## config.mk

```make
export PLATFORM = sky130hd
export DESIGN_NAME = ir_remote_pulse_frame_generator_core
export DESIGN_NICKNAME = d
export VERILOG_FILES = /design/src/rtl/irpfg_pkg.sv /design/src/rtl/ir_remote_pulse_frame_generator_core.sv
export SDC_FILE = /design/constraint.sdc
export NUM_CORES = 1
export LEC_CHECK = 0
export BUFFER_PORTS_ARGS = -buffer_cell sky130_fd_sc_hd__clkbuf_2
export CAP_MARGIN = 10
export CORE_MARGIN = 5
export CORE_UTILIZATION = 43
export CTS_CLUSTER_DIAMETER = 50
export CTS_CLUSTER_SIZE = 28
export DETAILED_ROUTE_END_ITERATION = 12
export SETUP_SLACK_MARGIN = 0.1
export SYNTH_ARGS = -nofsm -noshare
export SYNTH_HDL_FRONTEND = slang
export SYNTH_SLANG_ARGS = --single-unit
```

## constraint.sdc

```tcl
create_clock -name clock -period 5.8 [get_ports clock]
set_input_delay 0.87 -clock clock [delete_from_list [all_inputs] [get_ports clock]]
set_output_delay 0.87 -clock clock [all_outputs]
set_load 0.005 [all_outputs]
```

## src/rtl/irpfg_pkg.sv

```systemverilog
`timescale 1ns / 1ps

package irpfg_pkg;

   localparam int DUR_W  = 17;
   localparam int POS_W  = 7;
   localparam int PROT_W = 3;

   // Protocol codes held in the protocol register.
   localparam logic [PROT_W-1:0] PROTO_NEC  = 3'd0;
   localparam logic [PROT_W-1:0] PROTO_RC5  = 3'd1;
   localparam logic [PROT_W-1:0] PROTO_RC6  = 3'd2;
   localparam logic [PROT_W-1:0] PROTO_JVC  = 3'd3;
   localparam logic [PROT_W-1:0] PROTO_SIRC = 3'd4;
   localparam logic [PROT_W-1:0] PROTO_ITT  = 3'd5;

   // Register indexes on the configuration port.
   localparam logic CSR_PROTOCOL = 1'b0;
   localparam logic CSR_ADDRESS  = 1'b1;

   // Input word kinds.
   localparam logic KIND_PRESS = 1'b0;
   localparam logic KIND_PULL  = 1'b1;

   // Frame lengths in pulses.
   localparam logic [POS_W-1:0] LEN_NEC  = 7'd68;
   localparam logic [POS_W-1:0] LEN_RC5  = 7'd59;
   localparam logic [POS_W-1:0] LEN_RC6  = 7'd45;
   localparam logic [POS_W-1:0] LEN_JVC  = 7'd101;
   localparam logic [POS_W-1:0] LEN_SIRC = 7'd26;
   localparam logic [POS_W-1:0] LEN_ITT  = 7'd26;

   // Pulse durations in microseconds.
   localparam logic [DUR_W-1:0] D_NEC_HDR_MARK  = 17'd9000;
   localparam logic [DUR_W-1:0] D_NEC_HDR_SPACE = 17'd4500;
   localparam logic [DUR_W-1:0] D_NEC_MARK      = 17'd562;
   localparam logic [DUR_W-1:0] D_NEC_ONE       = 17'd1688;
   localparam logic [DUR_W-1:0] D_NEC_ZERO      = 17'd563;
   localparam logic [DUR_W-1:0] D_NEC_TAIL      = 17'd40000;
   localparam logic [DUR_W-1:0] D_RC5_HALF      = 17'd889;
   localparam logic [DUR_W-1:0] D_RC5_GAP_BASE  = 17'd114000;
   localparam logic [DUR_W-1:0] D_RC6_LEADER    = 17'd2666;
   localparam logic [DUR_W-1:0] D_RC6_TRAILER   = 17'd889;
   localparam logic [DUR_W-1:0] D_RC6_HALF      = 17'd444;
   localparam logic [DUR_W-1:0] D_JVC_HDR_MARK  = 17'd8400;
   localparam logic [DUR_W-1:0] D_JVC_HDR_SPACE = 17'd4200;
   localparam logic [DUR_W-1:0] D_JVC_MARK      = 17'd562;
   localparam logic [DUR_W-1:0] D_JVC_ONE       = 17'd1574;
   localparam logic [DUR_W-1:0] D_JVC_ZERO      = 17'd524;
   localparam logic [DUR_W-1:0] D_JVC_GAP_BASE  = 17'd60000;
   localparam logic [DUR_W-1:0] D_SIRC_HDR      = 17'd2400;
   localparam logic [DUR_W-1:0] D_SIRC_ONE      = 17'd1200;
   localparam logic [DUR_W-1:0] D_SIRC_UNIT     = 17'd600;
   localparam logic [DUR_W-1:0] D_ITT_MARK      = 17'd10;
   localparam logic [DUR_W-1:0] D_ITT_LEAD      = 17'd290;
   localparam logic [DUR_W-1:0] D_ITT_ONE       = 17'd190;
   localparam logic [DUR_W-1:0] D_ITT_ZERO      = 17'd90;

   // Start bits of RC5 and the header levels of RC6, bit i for pulse i.
   localparam logic [5:0]  RC5_START_LV = 6'b011010;
   localparam logic [11:0] RC6_HEAD_LV  = 12'b1010_1010_0101;

   typedef struct packed {
      logic             level;
      logic [DUR_W-1:0] dur;
   } pulse_type;

endpackage

```

## src/rtl/ir_remote_pulse_frame_generator_core.sv

```systemverilog
`timescale 1ns / 1ps

// Infrared remote pulse frame generator for NEC, RC5, RC6 mode 0, JVC, SIRC and ITT
// framing. A press word (tuser 0) latches the command byte in tdata together with the
// protocol and device address registers and restarts the frame; it returns no word.
// Each pull word (tuser 1) returns one word: the next pulse's level in bit 0 and its
// duration in microseconds in bits 17:1, with tlast on the final pulse, or an empty
// word (tuser 1, data zero) when no pulse is pending. Each pulse is formed from the
// pulse counter and small per-protocol templates in one pass between the frame state
// and a single output register, so a pull's result appears in the cycle after the pull
// is taken. A new word is taken in any cycle in which the output register is empty or
// its word is being taken, so with the result side ready one word moves every cycle;
// a stalled result holds back the input, presses included. The RC5 and JVC gaps are
// computed from the time already sent in the frame. Register writes affect the next
// press only.
module ir_remote_pulse_frame_generator_core (
   input  logic        clock,
   input  logic        reset,
   input  logic        req_tvalid,
   output logic        req_tready,
   input  logic [7:0]  req_tdata,   // [7:0] code
   input  logic        req_tuser,   // [0] kind
   output logic        rsp_tvalid,
   input  logic        rsp_tready,
   output logic [23:0] rsp_tdata,   // [0] level, [17:1] duration_us, [23:18] zero
   output logic        rsp_tuser,   // [0] empty_res
   output logic        rsp_tlast,
   input  logic        csr_valid,
   output logic        csr_ready,
   input  logic        csr_index,
   input  logic [7:0]  csr_data
);
   import irpfg_pkg::*;

   logic [PROT_W-1:0] protocol_ff, protocol_in;
   logic [7:0]        address_ff, address_in;
   logic [PROT_W-1:0] held_proto_ff, held_proto_in;
   logic [7:0]        held_addr_ff, held_addr_in;
   logic [7:0]        held_code_ff, held_code_in;
   logic [POS_W-1:0]  pos_ff, pos_in;
   logic              active_ff, active_in;
   logic [DUR_W-1:0]  elapsed_ff, elapsed_in;

   logic              rsp_valid_ff, rsp_valid_in;
   logic              rsp_empty_ff, rsp_empty_in;
   logic              rsp_last_ff, rsp_last_in;
   pulse_type         rsp_pulse_ff, rsp_pulse_in;

   logic              req_acc;
   logic [POS_W-1:0]  cur_len;
   logic [POS_W-1:0]  pos_next;
   pulse_type         cur_pulse;

   function automatic pulse_type mk(input logic lv, input logic [DUR_W-1:0] du);
      pulse_type r;
      r.level = lv;
      r.dur   = du;
      return r;
   endfunction

   // Bit of a field sent MSB first; x counts half-bit pulses from the field start.
   function automatic logic fbit(input logic [7:0] v, input logic [2:0] top,
                                 input logic [POS_W-1:0] x);
      logic [2:0] idx;
      idx = top - x[3:1];
      return v[idx];
   endfunction

   // Manchester half-bit: a one is space then mark, a zero is mark then space.
   function automatic pulse_type manch(input logic b, input logic [POS_W-1:0] x,
                                       input logic [DUR_W-1:0] du);
      return mk(x[0] ? b : ~b, du);
   endfunction

   function automatic logic [POS_W-1:0] frame_len(input logic [PROT_W-1:0] p);
      logic [POS_W-1:0] n;
      unique case (p)
         PROTO_NEC:  n = LEN_NEC;
         PROTO_RC5:  n = LEN_RC5;
         PROTO_RC6:  n = LEN_RC6;
         PROTO_JVC:  n = LEN_JVC;
         PROTO_SIRC: n = LEN_SIRC;
         PROTO_ITT:  n = LEN_ITT;
         default:    n = '0;
      endcase
      return n;
   endfunction

   function automatic pulse_type pulse_at(input logic [PROT_W-1:0] p,
                                          input logic [POS_W-1:0] pos,
                                          input logic [7:0] a, input logic [7:0] c,
                                          input logic [DUR_W-1:0] el);
      pulse_type        r;
      logic [POS_W-1:0] q;
      logic [7:0]       v;
      logic             b;
      r = mk(1'b0, '0);
      q = '0;
      v = '0;
      b = 1'b0;
      unique case (p)
         PROTO_NEC: begin
            q = pos - 7'd2;
            unique case (q[5:4])
               2'd0:    v = a;
               2'd1:    v = ~a;
               2'd2:    v = c;
               default: v = ~c;
            endcase
            b = fbit(v, 3'd7, q);
            priority if (pos == 7'd0)  r = mk(1'b1, D_NEC_HDR_MARK);
            else if (pos == 7'd1)      r = mk(1'b0, D_NEC_HDR_SPACE);
            else if (pos == 7'd66)     r = mk(1'b1, D_NEC_MARK);
            else if (pos == 7'd67)     r = mk(1'b0, D_NEC_TAIL);
            else if (!q[0])            r = mk(1'b1, D_NEC_MARK);
            else                       r = mk(1'b0, b ? D_NEC_ONE : D_NEC_ZERO);
         end
         PROTO_RC5: begin
            // The repeat frame follows the gap and sends six command bits.
            q = (pos > 7'd30) ? pos - 7'd31 : pos;
            priority if (pos == 7'd30) r = mk(1'b0, D_RC5_GAP_BASE - el);
            else if (q < 7'd6)         r = mk(RC5_START_LV[q[2:0]], D_RC5_HALF);
            else if (q < 7'd16)
               r = manch(fbit(a, 3'd4, q - 7'd6), q - 7'd6, D_RC5_HALF);
            else if (pos < 7'd30)
               r = manch(fbit(c, 3'd6, q - 7'd16), q - 7'd16, D_RC5_HALF);
            else
               r = manch(fbit(c, 3'd5, q - 7'd16), q - 7'd16, D_RC5_HALF);
         end
         PROTO_RC6: begin
            priority if (pos < 7'd12) begin
               if (pos == 7'd0)
                  r = mk(RC6_HEAD_LV[pos[3:0]], D_RC6_LEADER);
               else if (pos == 7'd1 || pos == 7'd10 || pos == 7'd11)
                  r = mk(RC6_HEAD_LV[pos[3:0]], D_RC6_TRAILER);
               else
                  r = mk(RC6_HEAD_LV[pos[3:0]], D_RC6_HALF);
            end else if (pos < 7'd28)
               r = manch(fbit(a, 3'd7, pos - 7'd12), pos - 7'd12, D_RC6_HALF);
            else if (pos < 7'd44)
               r = manch(fbit(c, 3'd7, pos - 7'd28), pos - 7'd28, D_RC6_HALF);
            else
               r = mk(1'b0, D_RC6_LEADER);
         end
         PROTO_JVC: begin
            // Headed frame, gap, headerless repeat, then a headed frame again.
            priority if (pos < 7'd34) q = pos - 7'd2;
            else if (pos < 7'd67)     q = pos - 7'd35;
            else                      q = {2'b00, 5'(pos - 7'd69)};
            v = (q < 7'd16) ? a : c;
            b = fbit(v, 3'd7, q);
            priority if (pos == 7'd0 || pos == 7'd67)  r = mk(1'b1, D_JVC_HDR_MARK);
            else if (pos == 7'd1 || pos == 7'd68)      r = mk(1'b0, D_JVC_HDR_SPACE);
            else if (pos == 7'd34)                     r = mk(1'b0, D_JVC_GAP_BASE - el);
            else if (!q[0])                            r = mk(1'b1, D_JVC_MARK);
            else                                       r = mk(1'b0, b ? D_JVC_ONE : D_JVC_ZERO);
         end
         PROTO_SIRC: begin
            b = (pos < 7'd16) ? fbit(c, 3'd6, pos - 7'd2) : fbit(a, 3'd4, pos - 7'd16);
            priority if (pos == 7'd0) r = mk(1'b1, D_SIRC_HDR);
            else if (pos == 7'd1)     r = mk(1'b0, D_SIRC_UNIT);
            else if (!pos[0])         r = mk(1'b1, b ? D_SIRC_ONE : D_SIRC_UNIT);
            else                      r = mk(1'b0, D_SIRC_UNIT);
         end
         default: begin
            b = (pos < 7'd10) ? fbit(a, 3'd3, pos - 7'd2) : fbit(c, 3'd5, pos - 7'd10);
            priority if (pos == 7'd0 || pos == 7'd22 || pos == 7'd24)
               r = mk(1'b1, D_ITT_MARK);
            else if (pos == 7'd1 || pos == 7'd23) r = mk(1'b0, D_ITT_LEAD);
            else if (pos == 7'd25)                r = mk(1'b0, D_ITT_ZERO);
            else if (!pos[0])                     r = mk(1'b1, D_ITT_MARK);
            else                                  r = mk(1'b0, b ? D_ITT_ONE : D_ITT_ZERO);
         end
      endcase
      return r;
   endfunction

   assign req_tready = !rsp_valid_ff || rsp_tready;
   assign req_acc    = req_tvalid && req_tready;
   assign csr_ready  = 1'b1;

   assign cur_len   = frame_len(held_proto_ff);
   assign pos_next  = pos_ff + 7'd1;
   assign cur_pulse = pulse_at(held_proto_ff, pos_ff, held_addr_ff, held_code_ff, elapsed_ff);

   always_comb begin
      protocol_in   = protocol_ff;
      address_in    = address_ff;
      held_proto_in = held_proto_ff;
      held_addr_in  = held_addr_ff;
      held_code_in  = held_code_ff;
      pos_in        = pos_ff;
      active_in     = active_ff;
      elapsed_in    = elapsed_ff;
      rsp_valid_in  = rsp_valid_ff && !rsp_tready;
      rsp_empty_in  = rsp_empty_ff;
      rsp_last_in   = rsp_last_ff;
      rsp_pulse_in  = rsp_pulse_ff;

      if (csr_valid && csr_ready) begin
         unique case (csr_index)
            CSR_PROTOCOL: protocol_in = csr_data[PROT_W-1:0];
            default:      address_in  = csr_data;
         endcase
      end

      if (req_acc) begin
         if (req_tuser == KIND_PRESS) begin
            held_code_in  = req_tdata;
            held_proto_in = protocol_ff;
            held_addr_in  = address_ff;
            pos_in        = '0;
            elapsed_in    = '0;
            active_in     = frame_len(protocol_ff) != '0;
         end else begin
            rsp_valid_in = 1'b1;
            if (!active_ff || pos_ff >= cur_len) begin
               active_in    = 1'b0;
               rsp_empty_in = 1'b1;
               rsp_last_in  = 1'b0;
               rsp_pulse_in = mk(1'b0, '0);
            end else begin
               elapsed_in   = elapsed_ff + cur_pulse.dur;
               pos_in       = pos_next;
               rsp_empty_in = 1'b0;
               rsp_pulse_in = cur_pulse;
               rsp_last_in  = pos_next >= cur_len;
               if (pos_next >= cur_len) begin
                  active_in = 1'b0;
               end
            end
         end
      end
   end

   always_ff @(posedge clock) begin
      if (reset) begin
         protocol_ff   <= PROTO_JVC;
         address_ff    <= 8'd3;
         held_proto_ff <= PROTO_JVC;
         held_addr_ff  <= 8'd3;
         held_code_ff  <= '0;
         pos_ff        <= '0;
         active_ff     <= 1'b0;
         elapsed_ff    <= '0;
         rsp_valid_ff  <= 1'b0;
      end else begin
         protocol_ff   <= protocol_in;
         address_ff    <= address_in;
         held_proto_ff <= held_proto_in;
         held_addr_ff  <= held_addr_in;
         held_code_ff  <= held_code_in;
         pos_ff        <= pos_in;
         active_ff     <= active_in;
         elapsed_ff    <= elapsed_in;
         rsp_valid_ff  <= rsp_valid_in;
      end
   end

   always_ff @(posedge clock) begin
      rsp_empty_ff <= rsp_empty_in;
      rsp_last_ff  <= rsp_last_in;
      rsp_pulse_ff <= rsp_pulse_in;
   end

   assign rsp_tvalid = rsp_valid_ff;
   assign rsp_tuser  = rsp_empty_ff;
   assign rsp_tlast  = rsp_last_ff;
   assign rsp_tdata  = {6'd0, rsp_pulse_ff.dur, rsp_pulse_ff.level};

`ifndef ASSERT_OFF
   // A running frame never points past its own end.
   assert property (@(posedge clock) disable iff (reset)
      active_ff |-> pos_ff < cur_len)
      else $error("active frame beyond its length");

   // An empty word carries no pulse and never closes a frame.
   assert property (@(posedge clock) disable iff (reset)
      (rsp_tvalid && rsp_tuser) |-> (rsp_tdata == '0 && !rsp_tlast))
      else $error("empty word with pulse data");

   // A press restarts the frame from the first pulse.
   assert property (@(posedge clock) disable iff (reset)
      (req_acc && req_tuser == KIND_PRESS) |=> (pos_ff == '0 && elapsed_ff == '0))
      else $error("press did not restart the frame");

   // The final pulse of a frame leaves the generator idle.
   assert property (@(posedge clock) disable iff (reset)
      (req_acc && req_tuser == KIND_PULL && active_ff && pos_next >= cur_len)
      |=> (!active_ff && rsp_tlast))
      else $error("frame still active after last pulse");
`endif

endmodule

```

==> impl_metrics.py, run 1 <==
metrics = {
    "synth": {
        "synth_top_area_cell": "dfxtp_1",
        "yosysSeqAreaShare": 0.253,
        "ys_types": 79,
        "avgSynthCellArea_um2": 8.07,
        "yosys-top-cells-area": "dfxtp_1, edfxtp_1, ha_1",
        "synthTopCellsByCount": "nand2_1, nor2_1, a21oi_1, dfxtp_1, ha_1",
        "synth_top_area_share": 0.166,
        "synth_ff_type": "dfxtp_1",
        "syn_inst": 852,
        "async_reset_ff_frac": 0,
        "yosysMostFrequentCell": "nand2_1",
        "ys_warn_count": 0,
        "synth-seq-cells": 77,
        "syn_area_mm2": 0.00688,
        "synth_edf_count": 20,
    },
    "place": {
        "gp_congestion": 0.990,
        "io_buffers": 44,
        "hpwl_um": 15500,
    },
    "worst_setup_path": {
        "cp.buffers_inverters": 1,
        "slowest_stage": "mux4_1",
        "critPathMaxStageDelay_ns": 0.61,
        "path_class": "flip-flop to flip-flop",
        "path_max_fanout": 9,
        "critPathArrivalTime_ns": 5.72,
        "worst_setup_path_end_kind": "flip-flop",
        "cp.required_ns": 6.09,
        "cpLargestDelayFamily": "simple AND/OR/NAND/NOR gates",
        "start_kind": "flip-flop",
        "cp_cell_sequence": "inv_1 -> ha_1 -> or4b_4 -> and2_4 -> o22ai_2 -> xnor2_2 -> mux4_1 -> mux2i_1 -> o211ai_1 -> or3_1 -> nand2_1 -> ha_1 -> o21ai_0 -> a21oi_1 -> o211ai_1 -> nand2_1 -> o21bai_1 -> o21ai_0 -> xor2_1 -> or4_1 -> mux2i_1",
    },
    "detailed_routing": {
        "routed_wl_um": 20700,
        "via_per_inst": 5.87,
        "firstDrtPassIters": 5,
        "via_count": 6451,
        "ant_nets": 0,
        "wl_per_cell_um": 18.9,
        "drt-initial-drc-count": 750,
        "drc": 0,
    },
    "sta": {
        "fin_skew_ns": 0.00904,
        "tns_ns": 0,
        "fin_crit_sh": 0.937,
        "hold_violations": 0,
        "slew_viol_final": 0,
        "worst_slew_pin_slew_ns": 1.03,
        "setup_violations": 0,
        "relSlewSlack": 0.313,
        "fin_crit_ns": 5.44,
        "max_freq_ghz": 0.184,
        "rsz0062_at_grt": "true",
    },
    "floorplanning": {
        "die_area_mm2": 0.0186,
        "placementRows": 46,
        "initial_core_util": 0.436,
        "io_pins": 52,
        "core_area_mm2": 0.0158,
        "die_h_um": 136,
        "fp.dieW_um": 136,
    },
    "cts": {
        "insertion_delay_ns": 0.35,
        "cts_max_path_buffers": 2,
        "path_clk_slew_ns": 0.07,
        "numCtsBuffers": 9,
        "cts_tree": "built",
        "clkSinkCount": 77,
        "cts_htree_levels": 3,
        "cts-root-buf": "clkbuf_16",
    },
    "pwr": {
        "power_density_mw_per_mm2": 177,
        "ir_worst_vdd_mv": 0.141,
        "p_leak_nw": 3.16,
    },
    "layout": {
        "fillers": 1611,
        "fin_util": 0.483,
        "fin_nets": 948,
        "drive_above_1_share": 0.134,
        "area_growth_pct": 10.8,
        "antennaDiodeCount": 0,
    },
    "grt": {
        "grt_first_pass_wirelength_um": 32900,
        "grt_pass1_vias": 5928,
        "grt-ovfl-total": 0,
        "antenna_found_initial": 0,
        "grt_usage": 0.226,
        "grt_max_degree": 52,
    },
    "flow_run": {
        "maxCapViolations": 0,
    },
    "status": {
        "outcome": "complete, no violations",
    },
    "worst_hold_path": {
        "hold_path_class": "flip-flop to flip-flop",
    },
}
[sequential cells by signal (all words and copies together), names as in the netlist, named ones only]
signal         count
rsp_tdata         18
elapsed_ff        17
address_ff         8
held_addr_ff       8
held_code_ff       8
pos_ff             7
held_proto_ff      3
protocol_ff        3
active_ff          1
rsp_tlast          1
rsp_tuser          1
rsp_tvalid         1
[worst reg2reg max path, stage by stage (launching register included)]
cell and delay (ns):
dfxtp_1 0.31, inv_1 0.26, ha_1 0.23, or4b_4 0.48
and2_4 0.18, o22ai_2 0.18, xnor2_2 0.19, mux4_1 0.61
mux2i_1 0.17, o211ai_1 0.26, or3_1 0.42, nand2_1 0.11
ha_1 0.27, o21ai_0 0.16, a21oi_1 0.09, o211ai_1 0.27
nand2_1 0.13, o21bai_1 0.23, o21ai_0 0.15, xor2_1 0.16
or4_1 0.40, mux2i_1 0.13
[cell usage in the layout (no fill, tap or decap), types with 12 or more instances in the layout]
cell,Yosys,final
a22oi_1,12,12
nand2b_1,16,16
buf_4,7,20
clkbuf_2,1,44
o21ai_0,43,42
xor2_1,18,18
and2_1,17,17
a21oi_1,65,65
mux4_2,13,13
nor2_1,77,76
a31oi_1,14,14
inv_1,24,24
mux2i_1,25,25
nor3_1,18,18
xnor2_1,30,29
nor2b_1,12,12
ha_1,46,46
nand2_1,106,106
dfxtp_1,57,57
edfxtp_1,20,20
nand3_1,17,17
[worst paths after layout]
kind / startpoint / to / slack (ns) / depth (start not counted)
worst min register to register: address_ff[7] / held_addr_ff[7] / 0.45 / 2
worst max-delay path: pos_ff[2] / elapsed_ff[16] / 0.36 / 21
worst min-delay path: address_ff[7] / held_addr_ff[7] / 0.45 / 2
worst max register to register: pos_ff[2] / elapsed_ff[16] / 0.36 / 21
[cells by family (layout without fill, tap and decap cells)]
kind of cell,Yosys count,in the layout,synth area share
compound gates,234,234,0.226
xor+xnor,49,49,0.0644
fa+ha+maj,47,47,0.0866
buf+inv,78,104,0.0482
flops,77,77,0.253
mux,47,47,0.0984
other cells,2,7,0.00109
simple gates,318,318,0.222
[layout make-up]
class / instances / area (um^2) / area share
Inverter: 24 / 90.1 / 0.0118
Clock buffer: 10 / 250 / 0.0328
Clock inverter: 6 / 43.8 / 0.00574
Tap cell: 216 / 270 / 0.0355
Timing Repair Buffer: 64 / 370 / 0.0486
Sequential cell: 77 / 1740 / 0.228
Multi-Input combinational cell: 702 / 4860 / 0.637
[power by group]
| group | switching, W | internal, W | leakage (nW) |
|---|---|---|---|
| Clock | 0.000246 | 0.000317 | 0.134 |
| Combinational | 0.000118 | 0.0000773 | 2.37 |
| Sequential | 0.0000195 | 0.000570 | 0.654 |
| Total | 0.000383 | 0.000964 | 3.16 |
[through the flow]
stage	setup slack (ns)	area (um^2)	hold WS [ns]	instances	total power, W
2_1_floorplan	0.163	6900	0.430	857	0.000731
3_3_place_gp	0.539	7310	0.441	1083	0.000794
3_5_place_dp	0.327	7310	0.446	1083	0.000793
4_1_cts	0.314	7610	0.455	1099	0.00136
5_1_grt	0.0955	7620	0.469	1099	0.00141
6_report	0.363	7620	0.452	1099	0.00135
[routing by layer]
metal | vias up | wire (um) | track usage
met1 | 3002 | 9980 | 0.338
met4 | 0 | 303 | 0.0532
li1 | 3153 | - | -
met2 | 272 | 8490 | 0.321
met3 | 24 | 1960 | 0.0588
met5 | - | 0 | 0
[repair_timing]
action | CTS | global route
endpoints found under the setup margin | 0 | 5
buffers inserted | 0 | 0
hold endpoints to repair | 0 | 0
hold buffers | 0 | 0
gates resized for setup | 0 | 4
Power figures use the tool's default switching activity.
==> run 2, diff against run 1 <==
--- a/config.mk
+++ b/config.mk
@@ -5,6 +5,7 @@
 export SDC_FILE = /design/constraint.sdc
 export NUM_CORES = 1
 export LEC_CHECK = 0
+export ABC_AREA = 1
 export BUFFER_PORTS_ARGS = -buffer_cell sky130_fd_sc_hd__clkbuf_2
 export CAP_MARGIN = 10
 export CORE_MARGIN = 5
@@ -12,6 +13,7 @@
 export CTS_CLUSTER_DIAMETER = 50
 export CTS_CLUSTER_SIZE = 28
 export DETAILED_ROUTE_END_ITERATION = 12
+export MAX_ROUTING_LAYER = met4
 export SETUP_SLACK_MARGIN = 0.1
 export SYNTH_ARGS = -nofsm -noshare
 export SYNTH_HDL_FRONTEND = slang
==> run 2 against run 1 <==
  * Global-route usage is 2.0 points higher
  * First-iteration DRC count is 20% higher
  * Combinational power is 66% higher
  * Largest cell class unchanged
  * Critical endpoint unchanged
  * Sequential power is 3% higher
  * Sequential share of layout area is 0.95 points lower
==> impl_metrics.py, run 2 <==
metrics = {
    "sta": {
        "slew_viol_final": 0,
        "hold_violations": 0,
        "fin_crit_sh": 0.855,
        "relSlewSlack": 0.346,
        "fin_crit_ns": 4.96,
        "max_freq_ghz": 0.202,
        "hold_ws_ns": 0.465,
        "post-route-worst-setup-slack_ns": 0.840,
        "worst_slew_pin_slew_ns": 0.969,
        "tns_ns": 0,
        "rsz0062_at_grt": "false",
        "fin_skew_ns": 0.0123,
        "setup_violations": 0,
    },
    "synth": {
        "ys_warn_count": 0,
        "yosysSeqAreaShare": 0.242,
        "syn_inst": 1143,
        "synth_top_area_cell": "dfxtp_1",
        "synth_ff_type": "dfxtp_1",
        "synth_top_area_share": 0.159,
        "yosys-top-cells-area": "dfxtp_1, nand2_1, edfxtp_1",
        "yosysMostFrequentCell": "nand2_1",
        "syn_area_mm2": 0.00720,
        "async_reset_ff_frac": 0,
        "synth-seq-cells": 77,
        "ys_types": 58,
        "synth_edf_count": 20,
        "avgSynthCellArea_um2": 6.30,
        "synthTopCellsByCount": "nand2_1, inv_1, nor2_1, a21oi_1, nand3_1",
    },
    "grt": {
        "grt_pass1_vias": 6831,
        "grt_max_degree": 36,
        "grt-ovfl-total": 0,
        "grt_usage": 0.246,
        "antenna_found_initial": 0,
        "grt_first_pass_wirelength_um": 37500,
    },
    "floorplanning": {
        "core_area_mm2": 0.0165,
        "die_area_mm2": 0.0194,
        "die_h_um": 139,
        "fp.dieW_um": 139,
        "io_pins": 52,
        "placementRows": 47,
        "initial_core_util": 0.436,
    },
    "worst_setup_path": {
        "cp.required_ns": 6.02,
        "path_class": "flip-flop to flip-flop",
        "critPathArrivalTime_ns": 5.18,
        "worst_setup_path_end_kind": "flip-flop",
        "path_max_fanout": 13,
        "start_kind": "flip-flop",
        "reg2reg_depth": 25,
    },
    "detailed_routing": {
        "dr_wl_met2_um": 9300,
        "routed_wl_um": 23900,
        "wl_met1_um": 12000,
        "via_per_inst": 5.49,
        "wl_per_cell_um": 16.9,
        "firstDrtPassIters": 7,
        "drc": 0,
        "wl_met3_um": 2140,
        "highest_layer": "met4",
        "via_count": 7735,
        "ant_nets": 0,
        "drt-initial-drc-count": 902,
    },
    "cts": {
        "cts-root-buf": "clkbuf_16",
        "cts_htree_levels": 3,
        "cts_hold_buf": 0,
        "clkSinkCount": 77,
        "numCtsBuffers": 9,
        "insertion_delay_ns": 0.36,
        "cts_tree": "built",
        "cts_max_path_buffers": 2,
        "path_clk_slew_ns": 0.07,
    },
    "pwr": {
        "power_density_mw_per_mm2": 197,
        "ir_worst_vdd_mv": 0.169,
        "total_power_w": 0.00157,
        "p_leak_nw": 3.84,
    },
    "layout": {
        "area_growth_pct": 10.6,
        "register_area_mm2": 0.00174,
        "mostFrequentLayoutCell": "nand2_1",
        "fin_nets": 1253,
        "antennaDiodeCount": 0,
        "drive_above_1_share": 0.110,
        "fillers": 1785,
        "multi_input_area_mm2": 0.00467,
        "largest_reg_flops": 18,
        "most-common-layout-cells": "nand2_1, inv_1, nor2_1",
    },
    "worst_hold_path": {
        "hold_path_class": "flip-flop to flip-flop",
        "worst_hold_path.num_cells": 2,
    },
    "place": {
        "hpwl_um": 18600,
        "io_buffers": 44,
        "place_ws_ns": 0.745,
        "gp_congestion": 1.00,
    },
    "flow_run": {
        "maxCapViolations": 0,
    },
    "status": {
        "outcome": "complete, no violations",
    },
}
## run 2: worst max-delay path: stages, from the launching register on
cell and delay (ns):
dfxtp_2 0.51, clkinvlp_4 0.12, buf_4 0.18, ha_1 0.36, inv_1 0.21, a21oi_1 0.07
a22oi_1 0.22, o21ai_0 0.15, nand2_1 0.09, nand2_1 0.04, nor2_1 0.34, nor2_1 0.11
nor3_1 0.17, o311ai_0 0.36, ha_1 0.48, nand2_1 0.09, nor3_1 0.21, nand3_1 0.11
o2111ai_1 0.16, nand2_1 0.08, a31oi_1 0.27, nand4_1 0.17, nand2_1 0.10, nand3_1 0.07
nand3_1 0.09, a21oi_1 0.07
## run 2: routing by layer
layer,track usage,vias up
met5,-,-
met4,0.0556,0
met3,0.0473,50
met2,0.324,330
met1,0.381,3473
li1,-,3882
## run 2: kinds of logic (layout without fill, tap and decap cells)
family	Yosys count	in the layout	synth area share
and+or+nand+nor	549	549	0.339
AOI/OAI and AO/OA	254	254	0.202
DFF	77	77	0.242
xor gates and xnor gates	18	18	0.0219
buffers and inverters	196	236	0.112
adders and majority gates	47	47	0.0827
other	2	7	0.00104
## run 2: path summary, 6_finish.rpt
check,from,end,slack [ns]
worst max-delay path,pos_ff[2],elapsed_ff[16],0.84
worst min-delay path,active_ff,active_ff,0.47
worst max register to register,pos_ff[2],elapsed_ff[16],0.84
worst min register to register,active_ff,active_ff,0.47
## run 2: through the flow
step,cell area (um^2),instances,util
global route,7960,1408,0.482
global placement,7600,1388,0.460
finish,7960,1408,0.482
CTS,7920,1404,0.480
detailed placement,7600,1388,0.460
floorplan,7220,1148,-
## run 2: timing repair
| item | CTS | global route |
|---|---|---|
| endpoints found under the setup margin | 0 | 2 |
| resized for setup | 0 | 2 |
| hold endpoints to repair | 0 | 0 |
| buffers inserted | 0 | 4 |
## run 2: layout make-up
class	instances	area share
multi-input cells	875	0.587
flip-flops and latches	77	0.219
inverters	164	0.0795
repair buffers	56	0.0390
well taps	220	0.0346
clock buffers	10	0.0314
clock inverters	6	0.00943
## run 2: power breakdown
part / switching (W) / internal [W]
combinational: 0.000221 / 0.000104
clock: 0.000267 / 0.000368
sequential: 0.0000289 / 0.000578
==> run 3, diff against run 2 <==
--- a/config.mk
+++ b/config.mk
@@ -13,7 +13,6 @@
 export CTS_CLUSTER_DIAMETER = 50
 export CTS_CLUSTER_SIZE = 28
 export DETAILED_ROUTE_END_ITERATION = 12
-export MAX_ROUTING_LAYER = met4
 export SETUP_SLACK_MARGIN = 0.1
 export SYNTH_ARGS = -nofsm -noshare
 export SYNTH_HDL_FRONTEND = slang
==> run 3 against run 2 <==
  * Clock power about the same
  * Total power decreased by 0.24%
  * Design area about the same
  * First-iteration DRC count decreased by 5.8%
  * Critical path type unchanged
==> impl_metrics.py, run 3 (synthesis results as in run 2) <==
metrics = {
    "place": {
        "gp_congestion": 0.986,
        "placed_cells": 1388,
        "hpwl_um": 18400,
        "io_buffers": 44,
    },
    "floorplanning": {
        "fp.dieW_um": 139,
        "io_pins": 52,
        "core_area_mm2": 0.0165,
        "placementRows": 47,
        "die_h_um": 139,
        "die_area_mm2": 0.0194,
        "initial_core_util": 0.436,
    },
    "worst_setup_path": {
        "cp_common_cell": "nand2_1",
        "path_max_fanout": 13,
        "reg2reg_from": "pos_ff[2]",
        "reg2reg_depth": 27,
        "r2r-end": "elapsed_ff[16]",
        "critPathMaxStageDelay_ns": 0.66,
        "start_kind": "flip-flop",
        "slowest_stage": "dfxtp_1",
        "cp.required_ns": 6.04,
        "worst_setup_path_end_kind": "flip-flop",
        "ff2ff_setup_slack_ns": 0.69,
        "path_class": "flip-flop to flip-flop",
        "critPathArrivalTime_ns": 5.35,
    },
    "detailed_routing": {
        "ant_nets": 0,
        "drc": 0,
        "via_count": 7679,
        "drt-initial-drc-count": 850,
        "routed_wl_um": 23600,
        "via_per_inst": 5.45,
        "firstDrtPassIters": 5,
        "wl_per_cell_um": 16.7,
    },
    "status": {
        "outcome": "complete, no violations",
    },
    "worst_hold_path": {
        "min_to": "protocol_ff[0]",
        "worst_hold_path.num_cells": 2,
        "hold_path_class": "flip-flop to flip-flop",
        "hp-start": "protocol_ff[0]",
    },
    "cts": {
        "insertion_delay_ns": 0.36,
        "cts_tree": "built",
        "clkSinkCount": 77,
        "cts_max_path_buffers": 2,
        "numCtsBuffers": 9,
        "cts_htree_levels": 3,
        "cts-root-buf": "clkbuf_16",
        "path_clk_slew_ns": 0.08,
        "cts_hold_buf": 0,
    },
    "sta": {
        "relSlewSlack": 0.339,
        "rsz0062_at_grt": "false",
        "max_freq_ghz": 0.196,
        "hold_ws_ns": 0.460,
        "worst_slew_pin_slew_ns": 0.979,
        "fin_crit_sh": 0.882,
        "slew_viol_final": 0,
        "fin_skew_ns": 0.0130,
        "setup_violations": 0,
        "tns_ns": 0,
        "hold_violations": 0,
        "fin_crit_ns": 5.11,
    },
    "grt": {
        "grt_pass1_vias": 6862,
        "grt_usage": 0.238,
        "grt-ovfl-total": 0,
        "grt_max_degree": 36,
        "antenna_found_initial": 0,
        "grt_first_pass_wirelength_um": 37300,
    },
    "pwr": {
        "p_sw_frac": 0.328,
        "clock_power_share": 0.406,
        "combPwrFrac": 0.205,
        "p_seq_frac": 0.388,
        "p_switching_w": 0.000513,
        "p_leak_nw": 3.84,
        "power_density_mw_per_mm2": 196,
        "internal-power_w": 0.00105,
        "ir_worst_vdd_mv": 0.144,
    },
    "flow_run": {
        "maxCapViolations": 0,
    },
    "layout": {
        "fin_cells": 1408,
        "most-common-layout-cells": "nand2_1, inv_1, nor2_1",
        "mostFrequentLayoutCell": "nand2_1",
        "area_growth_pct": 10.6,
        "largest_reg_flops": 18,
        "fin_nets": 1253,
        "drive_above_1_share": 0.109,
        "antennaDiodeCount": 0,
    },
}
-- run 3: changes by cell type in the layout (fill, tap and decap cells not counted) --
| cell | change |
|---|---|
| dfxtp_1 | +1 |
| dfxtp_2 | -1 |
-- run 3: area by class of cell --
type,count,area (um^2)
fill,1762,8570
multi-input combinational,875,4670
inverter,164,633
sequential,77,1740
timing repair buffer,56,310
clock inverter,6,75.1
tap,220,275
clock buffer,10,250
-- run 3: power by group through the flow --
stage / Clock [W] / Sequential, W / Combinational (W)
3_3_place_gp: 0 / 0.000617 / 0.000317
2_1_floorplan: 0 / 0.000607 / 0.000229
3_5_place_dp: 0 / 0.000618 / 0.000314
4_1_cts: 0.000643 / 0.000606 / 0.000316
6_report: 0.000635 / 0.000607 / 0.000321
5_1_grt: 0.000668 / 0.000611 / 0.000362
-- run 3: layer usage --
| metal | vias to the layer above | GRT usage | share of wire |
|---|---|---|---|
| li1 | 3880 | - | - |
| met1 | 3448 | 0.373 | 0.50 |
| met2 | 306 | 0.324 | 0.39 |
| met3 | 45 | 0.0460 | 0.087 |
| met4 | 0 | 0.0762 | 0.021 |
| met5 | - | 0 | 0 |
-- run 3: how the worst max path moves through the flow --
stage	slack (ns)	start	cells past startpoint	to
after detailed placement	0.75	pos_ff[2]	24	elapsed_ff[16]
after global routing	0.17	pos_ff[2]	25	elapsed_ff[16]
after floorplan	1.86	pos_ff[2]	33	elapsed_ff[16]
after global placement	0.88	pos_ff[2]	31	elapsed_ff[16]
final	0.69	pos_ff[2]	27	elapsed_ff[16]
after CTS	0.72	pos_ff[2]	24	elapsed_ff[16]
-- run 3: worst max-delay path: cells and delay by family, from the launching register on --
family | cells | cell delay (ns)
simple gates | 15 | 1.76
buf+inv | 3 | 0.56
flops | 1 | 0.66
compound gates | 7 | 1.14
fa+ha+maj | 2 | 0.86
-- run 3: what timing repair did --
action / 4_1_cts / 5_1_grt
setup buffers: 0 / 4
setup endpoints to repair: 0 / 2
endpoints found under the hold margin: 0 / 0
gates resized for setup: 0 / 1
-- run 3: per-stage QoR --
| stage | setup slack (ns) | utilization | total power, W | area, um^2 |
|---|---|---|---|---|
| after floorplan | 1.86 | - | 0.000836 | 7220 |
| after CTS | 0.716 | 0.480 | 0.00156 | 7920 |
| after global placement | 0.880 | 0.460 | 0.000934 | 7600 |
| after detailed placement | 0.754 | 0.460 | 0.000932 | 7600 |
| after global routing | 0.167 | 0.482 | 0.00164 | 7960 |
| final | 0.687 | 0.482 | 0.00156 | 7960 |
